`src/sv/rmsrs_pkg.sv`:
```
`timescale 1ns / 1ps

package rmsrs_pkg;

  localparam int SAMPLE_BITS_DEF = 10;
  localparam int COUNT_W         = 10;
  localparam int READING_W       = 10;
  localparam int RMS_W           = 18;
  localparam int SCALED_W        = 26;
  // Wide enough for 1000 * 1023 and for any sample count.
  localparam int DEN_W           = 20;
  localparam int FRAC_SHIFT      = 16;
  localparam int SCALE_SHIFT     = 18;
  localparam int ADDR_W          = 3;
  localparam int DATA_W          = 32;

  localparam logic [COUNT_W-1:0] COUNT_RESET = 10'd200;
  localparam logic [COUNT_W-1:0] REF_MULT    = 10'd1000;

  // Word index of the sample count register.
  localparam logic REG_SAMPLE_COUNT = 1'b0;

  // Input operation codes.
  localparam logic OP_REFERENCE = 1'b0;
  localparam logic OP_SAMPLE    = 1'b1;

  typedef struct packed {
    logic accept;     // input beat taken this cycle
    logic set_start;  // completing sample: load first divide
    logic div_step;
    logic sqrt_step;
    logic div2_load;  // load the reference divide
    logic out_load;
  } ctrl_cmd_t;

  typedef struct packed {
    logic set_last;   // next sample closes the set
    logic ref_zero;
    logic out_free;   // output register can take a new result
  } dp_status_t;

endpackage

```
`src/sv/rmsrs_regs.sv`:
```
`timescale 1ns / 1ps

module rmsrs_regs (
  input  logic                              clk,
  input  logic                              rst,
  input  logic                              psel,
  input  logic                              penable,
  input  logic                              pwrite,
  input  logic [rmsrs_pkg::ADDR_W-1:0]      paddr,
  input  logic [rmsrs_pkg::DATA_W-1:0]      pwdata,
  output logic [rmsrs_pkg::DATA_W-1:0]      prdata,
  output logic                              pready,
  output logic [rmsrs_pkg::COUNT_W-1:0]     sample_count
);

  logic wr_en;

  assign pready = 1'b1;
  assign wr_en  = psel && penable && pwrite && pready;

  always_ff @(posedge clk) begin
    if (rst) begin
      sample_count <= rmsrs_pkg::COUNT_RESET;
    end else if (wr_en && (paddr[2] == rmsrs_pkg::REG_SAMPLE_COUNT)) begin
      sample_count <= pwdata[rmsrs_pkg::COUNT_W-1:0];
    end
  end

  always_comb begin
    unique case (paddr[2])
      rmsrs_pkg::REG_SAMPLE_COUNT: prdata = rmsrs_pkg::DATA_W'(sample_count);
      default:                     prdata = '0;
    endcase
  end

endmodule

```
`src/sv/rmsrs_ctrl.sv`:
```
`timescale 1ns / 1ps

module rmsrs_ctrl #(
  parameter int SAMPLE_BITS = rmsrs_pkg::SAMPLE_BITS_DEF
) (
  input  logic                  clk,
  input  logic                  rst,
  input  logic                  in_valid,
  input  logic                  operation,
  input  rmsrs_pkg::dp_status_t status,
  output rmsrs_pkg::ctrl_cmd_t  cmd,
  output logic                  in_stall
);

  localparam int DIV_W = 2 * SAMPLE_BITS + 8 + rmsrs_pkg::FRAC_SHIFT;
  localparam int RT_W  = DIV_W / 2;
  localparam int CNT_W = $clog2(DIV_W);

  localparam logic [2:0] ST_IDLE = 3'd0;
  localparam logic [2:0] ST_DIV1 = 3'd1;
  localparam logic [2:0] ST_SQRT = 3'd2;
  localparam logic [2:0] ST_DIV2 = 3'd3;
  localparam logic [2:0] ST_OUT  = 3'd4;

  logic [2:0]       state, state_next;
  logic [CNT_W-1:0] cnt, cnt_next;
  logic             last;

  assign last     = (cnt == '0);
  assign in_stall = (state != ST_IDLE);

  always_comb begin
    state_next = state;
    cnt_next   = cnt;
    cmd        = '0;
    unique case (state)
      ST_IDLE: begin
        cmd.accept    = in_valid;
        cmd.set_start = in_valid && (operation == rmsrs_pkg::OP_SAMPLE) && status.set_last;
        if (cmd.set_start) begin
          state_next = ST_DIV1;
          cnt_next   = CNT_W'(DIV_W - 1);
        end
      end
      ST_DIV1: begin
        cmd.div_step = 1'b1;
        cnt_next     = cnt - 1'b1;
        if (last) begin
          state_next = ST_SQRT;
          cnt_next   = CNT_W'(RT_W - 1);
        end
      end
      ST_SQRT: begin
        cmd.sqrt_step = 1'b1;
        cnt_next      = cnt - 1'b1;
        if (last) begin
          if (status.ref_zero) begin
            state_next = ST_OUT;
          end else begin
            cmd.div2_load = 1'b1;
            state_next    = ST_DIV2;
            cnt_next      = CNT_W'(DIV_W - 1);
          end
        end
      end
      ST_DIV2: begin
        cmd.div_step = 1'b1;
        cnt_next     = cnt - 1'b1;
        if (last) begin
          state_next = ST_OUT;
        end
      end
      ST_OUT: begin
        if (status.out_free) begin
          cmd.out_load = 1'b1;
          state_next   = ST_IDLE;
        end
      end
      default: begin
        state_next = ST_IDLE;
      end
    endcase
  end

  always_ff @(posedge clk) begin
    if (rst) begin
      state <= ST_IDLE;
      cnt   <= '0;
    end else begin
      state <= state_next;
      cnt   <= cnt_next;
    end
  end

endmodule

```
`src/sv/rmsrs_dp.sv`:
```
`timescale 1ns / 1ps

module rmsrs_dp #(
  parameter int SAMPLE_BITS = rmsrs_pkg::SAMPLE_BITS_DEF
) (
  input  logic                                clk,
  input  logic                                rst,
  input  rmsrs_pkg::ctrl_cmd_t                cmd,
  output rmsrs_pkg::dp_status_t               status,
  input  logic                                operation,
  input  logic [rmsrs_pkg::READING_W-1:0]     reading,
  input  logic [rmsrs_pkg::COUNT_W-1:0]       sample_count,
  input  logic                                out_stall,
  output logic                                out_valid,
  output logic [rmsrs_pkg::RMS_W-1:0]         rms_value,
  output logic [rmsrs_pkg::SCALED_W-1:0]      scaled_value,
  output logic                                reference_zero
);

  localparam int SB    = SAMPLE_BITS;
  localparam int SUM_W = 2 * SB + 8;
  localparam int DIV_W = SUM_W + rmsrs_pkg::FRAC_SHIFT;
  localparam int RT_W  = DIV_W / 2;
  localparam int DEN_W = rmsrs_pkg::DEN_W;
  localparam int CW    = rmsrs_pkg::COUNT_W;
  localparam logic [SB-1:0] MID = SB'(1) << (SB - 1);

  // Accumulation state
  logic [SUM_W-1:0]                     square_sum;
  logic [CW-1:0]                        samples_taken;
  logic [rmsrs_pkg::READING_W-1:0]      reference_reading;

  logic [SB-1:0]    rd, mag;
  logic [2*SB-1:0]  sq;
  logic [SUM_W-1:0] sum_new;
  logic [CW:0]      n, target;

  // Shared divider and root registers; the quotient register also feeds the root.
  logic [DIV_W-1:0] quo, quo_next;
  logic [DEN_W-1:0] den, rem, rem_next;
  logic [RT_W-1:0]  root, root_next;
  logic [RT_W:0]    sq_rem, sq_rem_next;

  logic [DEN_W:0]   d_sh;
  logic             d_ok;
  logic [RT_W+2:0]  s_sh, s_trial;
  logic             s_ok;
  logic [DEN_W-1:0] den_ref;

  assign rd      = SB'(reading);
  assign mag     = (rd >= MID) ? (rd - MID) : (MID - rd);
  assign sq      = mag * mag;
  assign sum_new = square_sum + SUM_W'(sq);
  assign n       = {1'b0, samples_taken} + 1'b1;
  assign target  = (sample_count == '0) ? (CW+1)'(1) : {1'b0, sample_count};
  assign den_ref = DEN_W'(reference_reading) * DEN_W'(rmsrs_pkg::REF_MULT);

  assign status.set_last = (n >= target);
  assign status.ref_zero = (reference_reading == '0);
  assign status.out_free = !out_valid || !out_stall;

  // Restoring divide, one quotient bit per cycle.
  assign d_sh = {rem, quo[DIV_W-1]};
  assign d_ok = (d_sh >= {1'b0, den});

  // Restoring square root, two radicand bits per cycle.
  assign s_sh    = {sq_rem, quo[DIV_W-1 -: 2]};
  assign s_trial = (RT_W+3)'({root, 2'b01});
  assign s_ok    = (s_sh >= s_trial);

  always_comb begin
    quo_next    = quo;
    rem_next    = rem;
    root_next   = root;
    sq_rem_next = sq_rem;
    if (cmd.div_step) begin
      quo_next = {quo[DIV_W-2:0], d_ok};
      rem_next = d_ok ? DEN_W'(d_sh - {1'b0, den}) : d_sh[DEN_W-1:0];
    end
    if (cmd.sqrt_step) begin
      quo_next    = {quo[DIV_W-3:0], 2'b00};
      root_next   = {root[RT_W-2:0], s_ok};
      sq_rem_next = s_ok ? (RT_W+1)'(s_sh - s_trial) : s_sh[RT_W:0];
    end
    if (cmd.set_start) begin
      quo_next    = {sum_new, {rmsrs_pkg::FRAC_SHIFT{1'b0}}};
      rem_next    = '0;
      root_next   = '0;
      sq_rem_next = '0;
    end
    if (cmd.div2_load) begin
      quo_next = DIV_W'({root_next, {rmsrs_pkg::SCALE_SHIFT{1'b0}}});
      rem_next = '0;
    end
  end

  always_ff @(posedge clk) begin
    quo    <= quo_next;
    rem    <= rem_next;
    root   <= root_next;
    sq_rem <= sq_rem_next;
    if (cmd.set_start) begin
      den <= DEN_W'(n);
    end else if (cmd.div2_load) begin
      den <= den_ref;
    end
    if (cmd.out_load) begin
      rms_value      <= root[rmsrs_pkg::RMS_W-1:0];
      scaled_value   <= status.ref_zero ? '0 : quo[rmsrs_pkg::SCALED_W-1:0];
      reference_zero <= status.ref_zero;
    end
  end

  always_ff @(posedge clk) begin
    if (rst) begin
      square_sum        <= '0;
      samples_taken     <= '0;
      reference_reading <= '0;
      out_valid         <= 1'b0;
    end else begin
      if (cmd.accept) begin
        if (operation == rmsrs_pkg::OP_REFERENCE) begin
          // Only the low SAMPLE_BITS bits of a reading are meaningful.
          reference_reading <= rmsrs_pkg::READING_W'(rd);
        end else if (status.set_last) begin
          square_sum    <= '0;
          samples_taken <= '0;
        end else begin
          square_sum    <= sum_new;
          samples_taken <= n[CW-1:0];
        end
      end
      if (cmd.out_load) begin
        out_valid <= 1'b1;
      end else if (!out_stall) begin
        out_valid <= 1'b0;
      end
    end
  end

endmodule

```
`src/sv/rms_current_with_reference_scale_unit.sv`:
```
`timescale 1ns / 1ps

// RMS current meter with reference scaling.
// Input channel (in_valid / in_stall): operation 0 latches reading as the
// reference, operation 1 is a current sample. While in_stall is low,
// samples are taken one per cycle. The sample that completes a set of
// sample_count samples starts the result calculation, and in_stall stays
// high until the result is loaded into the output register. The calculation
// runs the shared restoring divider, 2*SAMPLE_BITS + 24 bits wide (one
// quotient bit per cycle, run twice, or only once when the reference is
// zero), and the square root (one root bit per cycle).
// Output channel (out_valid / out_stall): one beat per completed set. The
// output register holds a beat while out_stall is high; samples keep being
// taken meanwhile, and a later result waits in the block until it is free.
// sample_count sits at APB address 0; the user writes it only while idle,
// as the block itself does not enforce this. Reset (rst, synchronous) clears
// the sum, the count, the reference and the output valid, and sets sample_count to 200.
module rms_current_with_reference_scale_unit #(
  parameter int SAMPLE_BITS = rmsrs_pkg::SAMPLE_BITS_DEF
) (
  input  logic                              clk,
  input  logic                              rst,
  input  logic                              in_valid,
  output logic                              in_stall,
  input  logic                              operation,
  input  logic [rmsrs_pkg::READING_W-1:0]   reading,
  output logic                              out_valid,
  input  logic                              out_stall,
  output logic [rmsrs_pkg::RMS_W-1:0]       rms_value,
  output logic [rmsrs_pkg::SCALED_W-1:0]    scaled_value,
  output logic                              reference_zero,
  input  logic                              psel,
  input  logic                              penable,
  input  logic                              pwrite,
  input  logic [rmsrs_pkg::ADDR_W-1:0]      paddr,
  input  logic [rmsrs_pkg::DATA_W-1:0]      pwdata,
  output logic [rmsrs_pkg::DATA_W-1:0]      prdata,
  output logic                              pready
);

  rmsrs_pkg::ctrl_cmd_t           cmd;
  rmsrs_pkg::dp_status_t          status;
  logic [rmsrs_pkg::COUNT_W-1:0]  sample_count;

  rmsrs_regs u_regs (
    .clk          (clk),
    .rst          (rst),
    .psel         (psel),
    .penable      (penable),
    .pwrite       (pwrite),
    .paddr        (paddr),
    .pwdata       (pwdata),
    .prdata       (prdata),
    .pready       (pready),
    .sample_count (sample_count)
  );

  rmsrs_ctrl #(
    .SAMPLE_BITS (SAMPLE_BITS)
  ) u_ctrl (
    .clk       (clk),
    .rst       (rst),
    .in_valid  (in_valid),
    .operation (operation),
    .status    (status),
    .cmd       (cmd),
    .in_stall  (in_stall)
  );

  rmsrs_dp #(
    .SAMPLE_BITS (SAMPLE_BITS)
  ) u_dp (
    .clk            (clk),
    .rst            (rst),
    .cmd            (cmd),
    .status         (status),
    .operation      (operation),
    .reading        (reading),
    .sample_count   (sample_count),
    .out_stall      (out_stall),
    .out_valid      (out_valid),
    .rms_value      (rms_value),
    .scaled_value   (scaled_value),
    .reference_zero (reference_zero)
  );

  // A result is never loaded over a beat that is still waiting.
  a_load_free: assert property (@(posedge clk) disable iff (rst)
    cmd.out_load |-> status.out_free)
    else $error("result loaded while output beat pending");

  // Once a set completes, no further input is taken until the result is out.
  a_busy_after_set: assert property (@(posedge clk) disable iff (rst)
    cmd.set_start |=> in_stall)
    else $error("input not stalled after completing sample");

  // The reference divide runs only with a nonzero reference.
  a_div2_ref: assert property (@(posedge clk) disable iff (rst)
    cmd.div2_load |-> !status.ref_zero)
    else $error("reference divide started with zero reference");

  // The output only becomes valid through a result load.
  a_valid_src: assert property (@(posedge clk) disable iff (rst)
    $rose(out_valid) |-> $past(cmd.out_load))
    else $error("output valid without result load");

endmodule

```
`config.mk`:
```
export PLATFORM = sky130hd
export DESIGN_NAME = rms_current_with_reference_scale_unit
export DESIGN_NICKNAME = d
export VERILOG_FILES = /design/src/sv/rmsrs_pkg.sv /design/src/sv/rmsrs_regs.sv /design/src/sv/rmsrs_ctrl.sv /design/src/sv/rmsrs_dp.sv /design/src/sv/rms_current_with_reference_scale_unit.sv
export SDC_FILE = /design/constraint.sdc
export NUM_CORES = 1
export LEC_CHECK = 0
export BUFFER_PORTS_ARGS = -buffer_cell sky130_fd_sc_hd__buf_4
export CAP_MARGIN = 20
export CORE_ASPECT_RATIO = 1.75
export CORE_UTILIZATION = 55
export DETAILED_ROUTE_END_ITERATION = 8
export GPL_ROUTABILITY_DRIVEN = 0
export PLACE_DENSITY = 0.71
export SLEW_MARGIN = 20
export SYNTH_ARGS = -nofsm -noshare
export SYNTH_HDL_FRONTEND = slang
export SYNTH_SLANG_ARGS = --single-unit
```
`constraint.sdc`:
```
create_clock -name clk -period 20.3 [get_ports clk]
set_input_delay 3.045 -clock clk [delete_from_list [all_inputs] [get_ports clk]]
set_output_delay 3.045 -clock clk [all_outputs]
set_load 0.01 [all_outputs]
```
==> results of run 1 <==
-- cells by family after synthesis --
group / synth area share, %
simple gates: 15.0
compound gates: 17.7
buf+inv: 7.80
fa+ha+maj: 21.9
flops: 31.2
xor+xnor: 4.33
mux: 1.95
other cells: 0.0417
-- through the flow --
| step | std cells | util, % | cell area [um^2] | hold WS (ns) |
|---|---|---|---|---|
| after global routing | 2497 | 61.2 | 19700 | 0.456 |
| after floorplan | 2059 | - | 18100 | 0.408 |
| after detailed placement | 2451 | 58.7 | 18900 | 0.420 |
| after CTS | 2496 | 61.1 | 19700 | 0.437 |
| final | 2497 | 61.2 | 19700 | 0.433 |
| after global placement | 2451 | 58.7 | 18900 | 0.417 |
-- registers in the layout, summed over array words and instances (netlist names), 6 cells and up --
signal and flops:
u_dp.root 22, u_dp.reference_reading 10, u_dp.square_sum 28, u_dp.rms_value 18, u_dp.samples_taken 10, u_dp.rem 20
u_dp.sq_rem 23, u_ctrl.cnt 6, u_dp.scaled_value 26, u_dp.den 20, u_regs.sample_count 10, u_dp.quo 44
-- layer usage --
metal  global-route usage (%)  part of all wire, %  vias up
li1                         -                    -     7084
met1                     28.7                   39     7052
met2                     51.1                   54      352
met3                     2.63                  4.0       94
met4                     10.7                  3.3        0
met5                        0                    0        -
-- power groups by stage --
stage                     registers (W)  clock network [W]  logic, W
after floorplan                0.000625                  0   0.00105
after global placement         0.000646                  0   0.00131
after detailed placement       0.000648                  0   0.00134
after CTS                      0.000639           0.000463   0.00135
after global routing           0.000649           0.000483   0.00152
final                          0.000640           0.000454   0.00134
-- how the worst max path moves through the flow --
stage               slack (ns)        from                  end  cells after the start
floorplan                11.15  reading[0]         u_dp.quo[37]                     24
global placement         10.11  reading[0]         u_dp.quo[36]                     27
detailed placement       10.04  reading[0]  u_dp.square_sum[26]                     27
CTS                      10.61  reading[0]         u_dp.quo[36]                     27
global route             10.13  reading[0]  u_dp.square_sum[26]                     27
finish                   10.56  reading[0]  u_dp.square_sum[26]                     27
-- cell usage in the layout (no fill, tap or decap), types with 16 or more instances in the layout --
cell type and instances:
xnor2_1 48, buf_4 105, clkbuf_16 25, a211oi_1 19, fa_1 97, a22oi_1 31, a221oi_1 17, o22ai_1 16
nand2_1 142, xor2_1 41, inv_1 227, nor2b_1 35, and3_1 19, o21ai_1 37, nor2_1 168, o21ai_0 69
ha_1 160, dfxtp_1 164, nor3_1 36, and2_1 27, a21o_1 35, a21oi_1 157, mux2i_1 34, conb_1 30
nand3_1 65, edfxtp_1 78
-- area by class of cell --
class | count | area [um^2]
Clock inverter | 17 | 144
Inverter | 230 | 863
Multi-Input combinational cell | 1474 | 11100
Sequential cell | 242 | 5630
Clock buffer | 28 | 647
Tap cell | 400 | 500
Timing Repair Buffer | 106 | 803
Fill cell | 2841 | 12500
==> flow_summary.toml, run 1 <==
[outcome]
run_status = "complete, but fails checks"
violations_in_the_final_reports = "design-rule violations"

[route]
detail_route.wirelength_um = 43400
number_of_optimization_iterations_in_the_first_detailed_route_pass = 9
wire_per_inst_um = 17.4
drt.antenna.violating_nets = 0
drcViolationCount = 17
detail_route.iter0.violations = 891
vias_per_cell = 5.84
route.vias.total = 14600

[sta]
final.setup.worst_slack_ns = 10.56
finalWorstPathRequiredPeriod_ns = 9.74
final_min_period_over_clock_period_pct = 48.0
setup_total_negative_slack_ns = 0
worst_pin_slew_ns = 1.10
maxSlewViolCount = 0
report.final.setup_viol = 0
timing.final.hold_violations = 0
fin_skew_ns = 0.00740
slew_headroom_pct = 26.8
fmax_mhz = 103
rsz0062_at_grt = "no"

[synth]
netlist_instances = 2031
synth_most_common_cell = "inv_1"
leading_post_synthesis_cells_by_instance_count = "inv_1 (227), nor2_1 (169), dfxtp_1 (164)"
synth_top_flop_cell = "dfxtp_1"
synthArstFlopShare_pct = 0
yosysWarnings = 0
avgSynthCellArea_um2 = 8.86
synth.top_cell.area_share_pct = 18.2
synthTopCellsByArea = "dfxtp_1 (18%), edfxtp_1 (13%), ha_1 (11%), fa_1 (11%), inv_1 (4.7%)"
synth_cell_types = 82
yosysTopAreaCell = "dfxtp_1"
edff_count_synth = 78
synth-seq-cells = 242
mappedNetlistArea_um2 = 18000
synth-seq-area-share_pct = 31.2

[power]
leakage_nw = 9.35
power_w = 0.00244
switching_share_pct = 43.2
power_report.internal_total_w = 0.00138
net-switching-power_w = 0.00105
clockPowerShare_pct = 18.6
vdd.ir_drop.worst_uv = 106
power.share.combinational_pct = 55.1
register_share_of_total_power_pct = 26.3
power.density_nw_per_um2 = 124

[worst_setup_path]
slowest_delay_ns = 0.55
timing.critical_path.from_type = "input port"
critPathCaptureType = "flop"
crit_top_cell = "inv_1"
reg2regPathDepth = 17
worst_ep_required_time_ns = 20.73
slowest_stage = "xnor2_1"
cp.arrival_ns = 10.18
reg2reg_slack_ns = 15.49
critical_path_class = "input port to flop"
worstReg2RegEnd = "u_dp.quo[19]"
cp_top_family = "adder cells"
critPathBufInv = 8
critical_path.max_fanout = 10
rr_startpoint = "u_dp.samples_taken[0]"

[run]
max_cap_violations = 0

[global_route]
grt_pass1_wl_um = 71300
number_of_antenna_violations_at_the_first_check_in_global_routing = 0
pin_count_of_the_biggest_net_entering_global_routing = 74
grt_overflow = 0
first_global_vias = 14800
globalRouteTotalUtil_pct = 26.2

[cts]
root_buffer = "clkbuf_16"
cts_resized = 0
post-cts-setup-buffer-count = 0
worst_skew_pair.late_latency_ns = 0.54
tritoncts.num_buffers = 25
clkTransAtPathRegs_ns = 0.06
cts_max_path_buffers = 3
number_of_levels_the_h_tree_was_split_into = 1
cts_sinks = 242
tritoncts = "done"
cts_hold_buffers = 0

[finish]
diodes = 0
area_overhead_of_the_layout_relative_to_synthesis_pct = 9.50
post_route_cells_drive_above_1_share_pct = 8.68
layout.nets = 2389

[die]
fp.dieW_um = 139
top_level_port_count = 133
initial_utilization_pct = 55.9
die_h_um = 241
core_area_um2 = 32200
std_cell_rows = 87
die_area_um2 = 33500

[hold_path]
hp-start = "u_dp.root[0]"
min_delay_worst_endpoint = "u_dp.rms_value[0]"
worstHoldPathType = "flop to flop"
min_delay_path_depth = 0

[placed_design]
preCtsSetupSlack_ns = 10.04
port_buffers = 85
dpl.hpwl_um = 32600
No activity file was read; power rests on OpenSTA's default activity.
==> run 2, diff against run 1 <==
==> constraint.sdc (replaced) <==
create_clock -name clk -period 10.15 [get_ports clk]
set_input_delay 1.5225 -clock clk [delete_from_list [all_inputs] [get_ports clk]]
set_output_delay 1.5225 -clock clk [all_outputs]
set_load 0.01 [all_outputs]
==> flow_summary.toml, run 2 (synthesized netlist as in run 1, its figures left out) <==
[worst_setup_path]
crit_top_cell = "fa_1"
critical_path.max_fanout = 10
slowest_delay_ns = 0.53
slowest_stage = "fa_1"
cp_top_family = "adder cells"
worst_ep_required_time_ns = 10.63
timing.critical_path.from_type = "input port"
cp.arrival_ns = 8.59
critPathCaptureType = "flop"
critPathBufInv = 5
critical_path_class = "input port to flop"

[cts]
cts_resized = 0
worst_skew_pair.late_latency_ns = 0.54
tritoncts = "done"
post-cts-setup-buffer-count = 0
cts_sinks = 242
cts_max_path_buffers = 3
tritoncts.num_buffers = 24
root_buffer = "clkbuf_16"
clkTransAtPathRegs_ns = 0.07
number_of_levels_the_h_tree_was_split_into = 1
cts_hold_buffers = 0

[finish]
register_with_the_most_flip_flops = "u_dp.quo"
final_common_cell = "inv_1"
diodes = 0
largest_registers = "u_dp.quo x44, u_dp.square_sum x28, u_dp.scaled_value x26"
mostFrequentLayoutCells = "inv_1 (227), nor2_1 (168), dfxtp_1 (162)"
utilization_pct = 61.2
area_overhead_of_the_layout_relative_to_synthesis_pct = 9.60
layout.nets = 2386
fillCellCount = 2815
largest_register_ff_count = 44
final-instance-count-excl-fill = 2494
final_area_um2 = 19700
post_route_cells_drive_above_1_share_pct = 8.64

[outcome]
violations_in_the_final_reports = "design-rule violations"
run_status = "complete, but fails checks"

[placed_design]
numPlacedInstances = 2450
dpl.hpwl_um = 32800
port_buffers = 85
placed_area_um2 = 18900

[global_route]
pin_count_of_the_biggest_net_entering_global_routing = 74
globalRouteTotalUtil_pct = 26.5
grt_overflow = 0
number_of_antenna_violations_at_the_first_check_in_global_routing = 0
grt_pass1_wl_um = 72000
first_global_vias = 14700

[hold_path]
worstHoldPathType = "flop to flop"

[sta]
timing.final.hold_violations = 0
final_min_period_over_clock_period_pct = 79.9
worst_pin_slew_ns = 0.954
slew_headroom_pct = 35.5
maxSlewViolCount = 0
fin_skew_ns = 0.0118
report.final.setup_viol = 0
setup_total_negative_slack_ns = 0
rsz0062_at_grt = "no"
fmax_mhz = 123
finalWorstPathRequiredPeriod_ns = 8.11

[die]
die_h_um = 241
core_area_um2 = 32200
std_cell_rows = 87
top_level_port_count = 133
die_area_um2 = 33500
fp.dieW_um = 139
initial_utilization_pct = 55.9

[route]
top_layer = "met4"
met2WireLength_um = 23600
detail_route.iter0.violations = 880
drcViolationCount = 17
detail_route.wirelength_um = 43700
wire_per_inst_um = 17.5
drt.antenna.violating_nets = 0
number_of_optimization_iterations_in_the_first_detailed_route_pass = 7
route.met3.wl_um = 1390
wl_met1_um = 17100
vias_per_cell = 5.83
route.vias.total = 14500

[power]
switching_share_pct = 42.8
power.density_nw_per_um2 = 250
power_w = 0.00493
power.share.combinational_pct = 54.8
clockPowerShare_pct = 19.2
power_report.internal_total_w = 0.00282
leakage_nw = 9.34
vdd.ir_drop.worst_uv = 191
register_share_of_total_power_pct = 26.0
net-switching-power_w = 0.00211

[run]
max_cap_violations = 0
[run 2: changes by cell type in the layout (fill, tap and decap cells not counted), sizes merged]
| cell | previous run | this run |
|---|---|---|
| buf | 106 | 104 |
| bufinv | 2 | 4 |
| clkinv | 12 | 9 |
| clkbuf | 28 | 30 |
| inv | 231 | 229 |
[run 2: power by group through the flow]
stage	combinational, W	sequential, W	clock (W)
floorplan	0.00210	0.00125	0
global placement	0.00262	0.00129	0
detailed placement	0.00267	0.00130	0
CTS	0.00270	0.00128	0.000964
global route	0.00306	0.00130	0.000998
finish	0.00270	0.00128	0.000947
[run 2: path summary, 6_finish.rpt]
path	to	slack, ns	depth (start not counted)	start
worst max-delay path	u_dp.square_sum[26]	2.04	26	reading[0]
worst min-delay path	u_dp.rms_value[0]	0.44	0	u_dp.root[0]
worst max register to register	u_dp.square_sum[26]	5.48	16	u_dp.square_sum[8]
worst min register to register	u_dp.rms_value[0]	0.44	0	u_dp.root[0]
[run 2: routing by layer]
metal	up-vias	global-route usage, %
li1	7079	-
met1	7040	29.0
met2	333	52.1
met3	96	1.84
met4	0	11.5
met5	-	0
[run 2: cell type report]
type / count / area (um^2) / area share [%]
Clock buffer: 30 / 654 / 3.32
Clock inverter: 14 / 173 / 0.875
Inverter: 230 / 863 / 4.38
Multi-Input combinational cell: 1474 / 11100 / 56.4
Sequential cell: 242 / 5630 / 28.5
Tap cell: 400 / 500 / 2.54
Timing Repair Buffer: 104 / 781 / 3.96
[run 2: through the flow]
stage	hold WS, ns	setup slack (ns)
finish	0.444	2.04
global route	0.463	1.61
CTS	0.438	2.09
detailed placement	0.422	1.52
global placement	0.416	1.63
floorplan	0.408	2.52
